### config.mk
export PLATFORM = sky130hd
export DESIGN_NAME = booth_signed_multiplier_flat
export DESIGN_NICKNAME = d
export VERILOG_FILES = /design/src/hw/rtl/bsm_pkg.sv /design/src/hw/rtl/bsm_if.sv /design/src/hw/rtl/bsm_ctrl.sv /design/src/hw/rtl/bsm_dp.sv /design/src/hw/rtl/booth_signed_multiplier.sv /design/src/flat_wrapper.sv
export SDC_FILE = /design/constraint.sdc
export NUM_CORES = 1
export LEC_CHECK = 0
export BUFFER_PORTS_ARGS = -buffer_cell sky130_fd_sc_hd__buf_2
export CAP_MARGIN = 20
export CELL_PAD_IN_SITES_DETAIL_PLACEMENT = 0
export CELL_PAD_IN_SITES_GLOBAL_PLACEMENT = 2
export CORE_MARGIN = 1.5
export CORE_UTILIZATION = 34
export DETAILED_ROUTE_END_ITERATION = 8
export GPL_TIMING_DRIVEN = 0
export MAX_ROUTING_LAYER = met4
export PLACE_DENSITY_LB_ADDON = 0.1
export RECOVER_POWER = 50
export SYNTH_ARGS = -nofsm -noshare
export SYNTH_HDL_FRONTEND = slang
export SYNTH_HIERARCHICAL = 1
export SYNTH_SLANG_ARGS = --single-unit
### constraint.sdc
create_clock -name clk_i -period 3.5 [get_ports clk_i]
set_clock_uncertainty 0.2 [all_clocks]
set_input_delay 0.7 -clock clk_i [delete_from_list [all_inputs] [get_ports clk_i]]
set_output_delay 0.7 -clock clk_i [all_outputs]
set_load 0.01 [all_outputs]
### src/hw/rtl/bsm_pkg.sv
// ----------------------------------------------------------------------------
// bsm_pkg
// Shared widths and controller/datapath command types for the Booth multiplier.
// ----------------------------------------------------------------------------
package bsm_pkg;

  localparam int Width    = 16;
  localparam int OperandW = Width;
  localparam int ProductW = 2 * Width;
  localparam int CntW     = $clog2(Width);

  typedef struct packed {
    logic load;     // take new operands, clear accumulator
    logic step;     // one Booth add/sub and arithmetic shift
    logic capture;  // move finished product to output register
  } cmd_t;

endpackage

### src/hw/rtl/bsm_if.sv
// ----------------------------------------------------------------------------
// bsm_in_if / bsm_out_if
// Valid/ready channels carrying operand requests and product results.
// ----------------------------------------------------------------------------
interface bsm_in_if;
  logic                                valid;
  logic                                ready;
  logic signed [bsm_pkg::OperandW-1:0] multiplicand;
  logic signed [bsm_pkg::OperandW-1:0] multiplier;

  modport source (output valid, output multiplicand, output multiplier, input ready);
  modport sink   (input valid, input multiplicand, input multiplier, output ready);
endinterface

interface bsm_out_if;
  logic                                valid;
  logic                                ready;
  logic signed [bsm_pkg::ProductW-1:0] product;

  modport source (output valid, output product, input ready);
  modport sink   (input valid, input product, output ready);
endinterface

### src/hw/rtl/bsm_ctrl.sv
// ----------------------------------------------------------------------------
// bsm_ctrl
// Sequencer: accepts a request, runs Width Booth steps, hands the product to
// the output register and tracks its valid flag.
// ----------------------------------------------------------------------------
module bsm_ctrl (
  input  logic          clk_i,
  input  logic          rst_ni,
  input  logic          in_valid_i,
  output logic          in_ready_o,
  output logic          out_valid_o,
  input  logic          out_ready_i,
  output bsm_pkg::cmd_t cmd_o
);

  typedef enum logic [2:0] {
    S_IDLE = 3'b001,
    S_RUN  = 3'b010,
    S_DONE = 3'b100
  } state_e;

  state_e                     state_q, state_d;
  logic [bsm_pkg::CntW-1:0]   cnt_q, cnt_d;
  logic                       out_valid_q, out_valid_d;
  logic                       out_free;

  assign out_free    = !out_valid_q || out_ready_i;
  assign in_ready_o  = (state_q == S_IDLE);
  assign out_valid_o = out_valid_q;

  always_comb begin
    state_d       = state_q;
    cnt_d         = cnt_q;
    cmd_o.load    = 1'b0;
    cmd_o.step    = 1'b0;
    cmd_o.capture = 1'b0;
    case (state_q)
      S_IDLE: begin
        if (in_valid_i) begin
          cmd_o.load = 1'b1;
          cnt_d      = bsm_pkg::CntW'(bsm_pkg::Width - 1);
          state_d    = S_RUN;
        end
      end
      S_RUN: begin
        cmd_o.step = 1'b1;
        cnt_d      = cnt_q - 1'b1;
        if (cnt_q == '0) begin
          state_d = S_DONE;
        end
      end
      S_DONE: begin
        if (out_free) begin
          cmd_o.capture = 1'b1;
          state_d       = S_IDLE;
        end
      end
      default: begin
        state_d = S_IDLE;
      end
    endcase
  end

  always_comb begin
    out_valid_d = out_valid_q;
    if (cmd_o.capture) begin
      out_valid_d = 1'b1;
    end else if (out_ready_i) begin
      out_valid_d = 1'b0;
    end
  end

  always_ff @(posedge clk_i or negedge rst_ni) begin
    if (!rst_ni) begin
      state_q     <= S_IDLE;
      cnt_q       <= '0;
      out_valid_q <= 1'b0;
    end else begin
      state_q     <= state_d;
      cnt_q       <= cnt_d;
      out_valid_q <= out_valid_d;
    end
  end

endmodule

### src/hw/rtl/bsm_dp.sv
// ----------------------------------------------------------------------------
// bsm_dp
// Booth radix-2 datapath: guarded accumulator, multiplier shift register,
// Q-1 bit and the output product register.
// ----------------------------------------------------------------------------
module bsm_dp (
  input  logic                                clk_i,
  input  bsm_pkg::cmd_t                       cmd_i,
  input  logic signed [bsm_pkg::OperandW-1:0] multiplicand_i,
  input  logic signed [bsm_pkg::OperandW-1:0] multiplier_i,
  output logic signed [bsm_pkg::ProductW-1:0] product_o
);

  logic [bsm_pkg::Width:0]      m_q;
  logic [bsm_pkg::Width:0]      acc_q, acc_d;
  logic [bsm_pkg::Width-1:0]    q_q, q_d;
  logic                         qm1_q, qm1_d;
  logic [bsm_pkg::Width:0]      sum;
  logic [bsm_pkg::ProductW-1:0] product_q;

  always_comb begin
    case ({q_q[0], qm1_q})
      2'b10:   sum = acc_q - m_q;
      2'b01:   sum = acc_q + m_q;
      default: sum = acc_q;
    endcase
    acc_d = {sum[bsm_pkg::Width], sum[bsm_pkg::Width:1]};
    q_d   = {sum[0], q_q[bsm_pkg::Width-1:1]};
    qm1_d = q_q[0];
  end

  always_ff @(posedge clk_i) begin
    if (cmd_i.load) begin
      m_q   <= {multiplicand_i[bsm_pkg::Width-1], multiplicand_i[bsm_pkg::Width-1:0]};
      acc_q <= '0;
      q_q   <= multiplier_i[bsm_pkg::Width-1:0];
      qm1_q <= 1'b0;
    end else if (cmd_i.step) begin
      acc_q <= acc_d;
      q_q   <= q_d;
      qm1_q <= qm1_d;
    end
    if (cmd_i.capture) begin
      product_q <= {acc_q[bsm_pkg::Width-1:0], q_q};
    end
  end

  assign product_o = product_q;

endmodule

### src/hw/rtl/booth_signed_multiplier.sv
// ----------------------------------------------------------------------------
// booth_signed_multiplier
// A request is loaded, run for Width (16) Booth steps on the single add/shift
// unit and captured once the output register is free; only then is a new one taken.
// A finished product waits in the output register while the next request runs.
// Reset (rst_ni, async, active low) clears the sequencer and output valid only.
// ----------------------------------------------------------------------------
module booth_signed_multiplier (
  input  logic clk_i,
  input  logic rst_ni,
  bsm_in_if.sink    in_i,
  bsm_out_if.source out_o
);

  bsm_pkg::cmd_t cmd;

  bsm_ctrl u_ctrl (
    .clk_i       (clk_i),
    .rst_ni      (rst_ni),
    .in_valid_i  (in_i.valid),
    .in_ready_o  (in_i.ready),
    .out_valid_o (out_o.valid),
    .out_ready_i (out_o.ready),
    .cmd_o       (cmd)
  );

  bsm_dp u_dp (
    .clk_i          (clk_i),
    .cmd_i          (cmd),
    .multiplicand_i (in_i.multiplicand),
    .multiplier_i   (in_i.multiplier),
    .product_o      (out_o.product)
  );

endmodule

### src/flat_wrapper.sv
// flat-port wrapper written by rule: the top's interface ports become plain ports
module booth_signed_multiplier_flat 
  (clk_i, rst_ni, in_i_valid, in_i_multiplicand, in_i_multiplier, in_i_ready, out_o_valid, out_o_product, out_o_ready);
  bsm_in_if in_i_i ();
  bsm_out_if out_o_i ();
  input  logic clk_i;
  input  logic rst_ni;
  input wire logic [$bits(in_i_i.valid)-1:0] in_i_valid;
  input wire logic [$bits(in_i_i.multiplicand)-1:0] in_i_multiplicand;
  input wire logic [$bits(in_i_i.multiplier)-1:0] in_i_multiplier;
  output wire logic [$bits(in_i_i.ready)-1:0] in_i_ready;
  output wire logic [$bits(out_o_i.valid)-1:0] out_o_valid;
  output wire logic [$bits(out_o_i.product)-1:0] out_o_product;
  input wire logic [$bits(out_o_i.ready)-1:0] out_o_ready;
  assign in_i_i.valid = in_i_valid;
  assign in_i_i.multiplicand = in_i_multiplicand;
  assign in_i_i.multiplier = in_i_multiplier;
  assign in_i_ready = in_i_i.ready;
  assign out_o_valid = out_o_i.valid;
  assign out_o_product = out_o_i.product;
  assign out_o_i.ready = out_o_ready;
  booth_signed_multiplier u_core (.clk_i(clk_i), .rst_ni(rst_ni), .in_i(in_i_i), .out_o(out_o_i));
endmodule
==> impl_metrics.yaml <==
outcome:
  status: "finished clean"
clocking:
  clock-root-buffer: "clkbuf_16"
  cts_tree: "yes"
  htree_levels: 3
  clk_pin_slew_ns: 0.06
  worstSkewPairLatency_ns: 0.35
  cts_buffers: 9
  max-clock-path-buffers: 2
  cts_sinks: 89
sta:
  setup_viol: 0
  final_hold_viol_count: 0
  tns_ns: 0
  timing.hold.ws_ns: 0.250
  final-max-slew-violation-count: 0
  finalCritPeriodShare: 0.965
  period_needed_ns: 3.38
  worstMarginPinSlew_ns: 0.607
  rsz0062_at_grt: "true"
  max_freq_ghz: 0.296
  slew_headroom: 0.595
hold_path:
  min-delay-start: "u_core/u_dp/q_q[1]"
  hp-class: "flip-flop to flip-flop"
logic_synthesis:
  syn-cell-area_sq_mm: 0.00447
  ys_types: 52
  synth_xor_area_frac: 0.0529
  synthAdderAreaFrac: 0.0605
  seq_area_frac_synth: 0.551
  ys_ff_latch: 89
  synth.area.mux_share: 0.0560
  synth_top_family_by_area: "simple AND/OR/NAND/NOR gates"
  synth_fp_nets: 435
  ys.flop_type: "edfxtp_1"
  synth_edf_count: 64
  postSynthAreaPerCell_sq_um: 11.8
  async_flop_share: 0.0899
  synthSimpleGateAreaFrac: 0.125
  synth-compound-area-share: 0.125
  synthCells: 378
  synth_warnings: 6
drt:
  drt-pass1-iter-count: 4
  viasPerCell: 4.87
  final_antenna_net_count: 0
  num_vias: 3134
  routed_wl_um: 10100
  drtIter0Drc: 185
  wl_per_cell_um: 15.7
  drc: 0
global_route:
  gr-total-overflow: 0
  grtUsageMet3: 0.0494
  grtUsageMet2: 0.240
  grt_use_total: 0.161
  grt_pass1_wl_um: 16800
  grt_max_degree: 33
  busiest_layer: "met2"
  met1_usage: 0.213
  grt_pass1_vias: 3160
  antenna_found_initial: 0
critical_path:
  crit_arrival_ns: 3.39
  r2r_start: "u_core/u_dp/m_q[5]"
  r2r-end: "u_core/u_dp/acc_q[15]"
  r2r_cells: 13
  cp.required_ns: 3.51
  worst_setup_path_end_kind: "flip-flop"
  crit_fanout: 7
  crit_path_start_kind: "flip-flop"
  reg2reg_slack_ns: 0.12
  critPathLaunch: "u_core/u_dp/m_q[5]"
  worstSetupPathType: "flip-flop to flip-flop"
  critPathCapture: "u_core/u_dp/acc_q[15]"
placement:
  dp_cells: 619
  gp_congestion: 0.817
  hpwl_um: 7140
  io_buffers: 69
layout:
  layoutNonFillerInstCount: 644
  fin_util: 0.432
  num-fill-cells: 1291
  diodes: 0
  synthToLayoutAreaGrowth_pct: 23.0
  nets: 524
  drive_above_1_share: 0.242
power_and_ir_drop:
  power_density_mw_per_mm2: 856
  p_leak_nw: 2.01
  ir_drop_v: 0.000460
die:
  core_sq_mm: 0.0127
  die_x_um: 118
  row_count: 41
  ios: 70
  die_y_um: 118
  dieArea_sq_mm: 0.0138
  start_util: 0.351
run:
  drv_cap: 0
==> final cells by class <==
cell class / instances / area [sq um] / share of cell area
plain buffers: 13 / 63.8 / 0.0116
clock inverters: 7 / 60.1 / 0.0109
flip-flops and latches: 89 / 2460 / 0.448
inverters: 15 / 57.6 / 0.0105
repair buffers: 81 / 395 / 0.0719
clock buffers: 9 / 225 / 0.0410
well taps: 172 / 215 / 0.0392
multi-input cells: 258 / 2020 / 0.367
==> sequential cells by signal, summed over array words and instances (netlist names) <==
| register | count |
|---|---|
| u_core/u_ctrl/cnt_q | 4 |
| u_core/u_ctrl/out_valid_o | 1 |
| u_core/u_ctrl/state_q | 3 |
| u_core/u_dp/acc_q | 16 |
| u_core/u_dp/m_q | 16 |
| u_core/u_dp/product_o | 32 |
| u_core/u_dp/q_q | 16 |
| u_core/u_dp/qm1_q | 1 |
==> cells in the mapped netlist, drive strengths merged, types with 2 or more instances <==
library cell / number / area (sq um)
nor3: 6 / 41.3
nor3b: 3 / 22.5
nand2b: 4 / 25.0
a21o: 3 / 22.5
buf: 2 / 18.8
o21bai: 2 / 15.0
nor2: 32 / 120
nand2: 20 / 75.1
mux2: 16 / 180
o21ai: 19 / 95.1
a211oi: 8 / 60.1
ha: 20 / 250
nand3b: 7 / 52.6
xnor2: 8 / 70.1
dfxtp: 17 / 340
o211ai: 7 / 52.6
mux2i: 7 / 70.1
clkbuf: 14 / 52.6
nor4: 5 / 61.3
dfrtp: 7 / 175
nand4: 3 / 18.8
a31oi: 11 / 68.8
a21oi: 25 / 125
edfxtp: 64 / 1920
nand3: 4 / 20.0
nor2b: 6 / 37.5
inv: 14 / 52.6
o22ai: 5 / 31.3
xor2: 19 / 166
o21a: 2 / 15.0
==> worst min-delay path by stage <==
stage | end | depth (start not counted)
after floorplan | u_core/u_ctrl/cnt_q[0] | 0
after global placement | u_core/u_dp/product_o[1] | 0
after detailed placement | u_core/u_dp/product_o[15] | 0
after CTS | u_core/u_dp/product_o[1] | 0
after global routing | u_core/u_dp/product_o[14] | 0
final | u_core/u_dp/product_o[1] | 0
==> per-layer routing <==
layer	wire, um	part of all wire
met3	259	0.026
met4	107	0.011
met2	4680	0.46
met5	0	0
met1	5090	0.50
==> critical path, stage by stage (launching register included) <==
cell	delay [ns]
edfxtp_1	0.38
or4_4	0.56
and2b_2	0.24
nor2b_4	0.17
a21oi_2	0.09
xor2_2	0.16
ha_4	0.29
a21oi_4	0.12
o21ai_2	0.07
a21oi_2	0.20
o21ai_4	0.12
and4b_2	0.25
nor4_4	0.26
o211ai_1	0.12
==> through the flow <==
| stage | instance area [sq um] | power [mW] | worst slack (ns) |
|---|---|---|---|
| global route | 5500 | 5.11 | -0.0514 |
| floorplan | 4470 | 3.07 | 0.0472 |
| CTS | 5400 | 4.60 | 0.00390 |
| global placement | 5030 | 3.54 | -0.469 |
| finish | 5500 | 4.71 | 0.123 |
| detailed placement | 5030 | 3.55 | -0.539 |
==> cell families after synthesis <==
group / count (synthesis)
flops: 89
compound gates: 88
buf+inv: 31
xor+xnor: 27
fa+ha+maj: 21
mux: 23
simple gates: 99
==> report_power, final <==
part	total [mW]	switching, mW	internal (mW)
sequential	1.66	0.199	1.46
clock	0.942	0.446	0.497
combinational	2.10	1.22	0.884
total	4.71	1.86	2.85
==> cell usage in the layout (no fill, tap or decap), drive strengths merged, types with 11 or more instances in the layout <==
master | synthesis | routed
a31oi | 11 | 11
nand2 | 20 | 20
buf | 2 | 48
mux2 | 16 | 16
xor2 | 19 | 19
ha | 20 | 20
inv | 14 | 19
a21oi | 25 | 25
nor2 | 32 | 32
edfxtp | 64 | 64
clkbuf | 14 | 54
o21ai | 19 | 19
dfxtp | 17 | 17
==> timing repair <==
| item | CTS | global route |
|---|---|---|
| pin swaps | 2 | 8 |
| setup endpoints to repair | 12 | 9 |
| buffers inserted | 3 | 8 |
| gates cloned | 0 | 0 |
| gates resized for setup | 13 | 24 |
| hold buffers | 1 | 0 |
| hold endpoints to repair | 7 | 0 |
No activity file was read; power rests on OpenSTA's default activity.
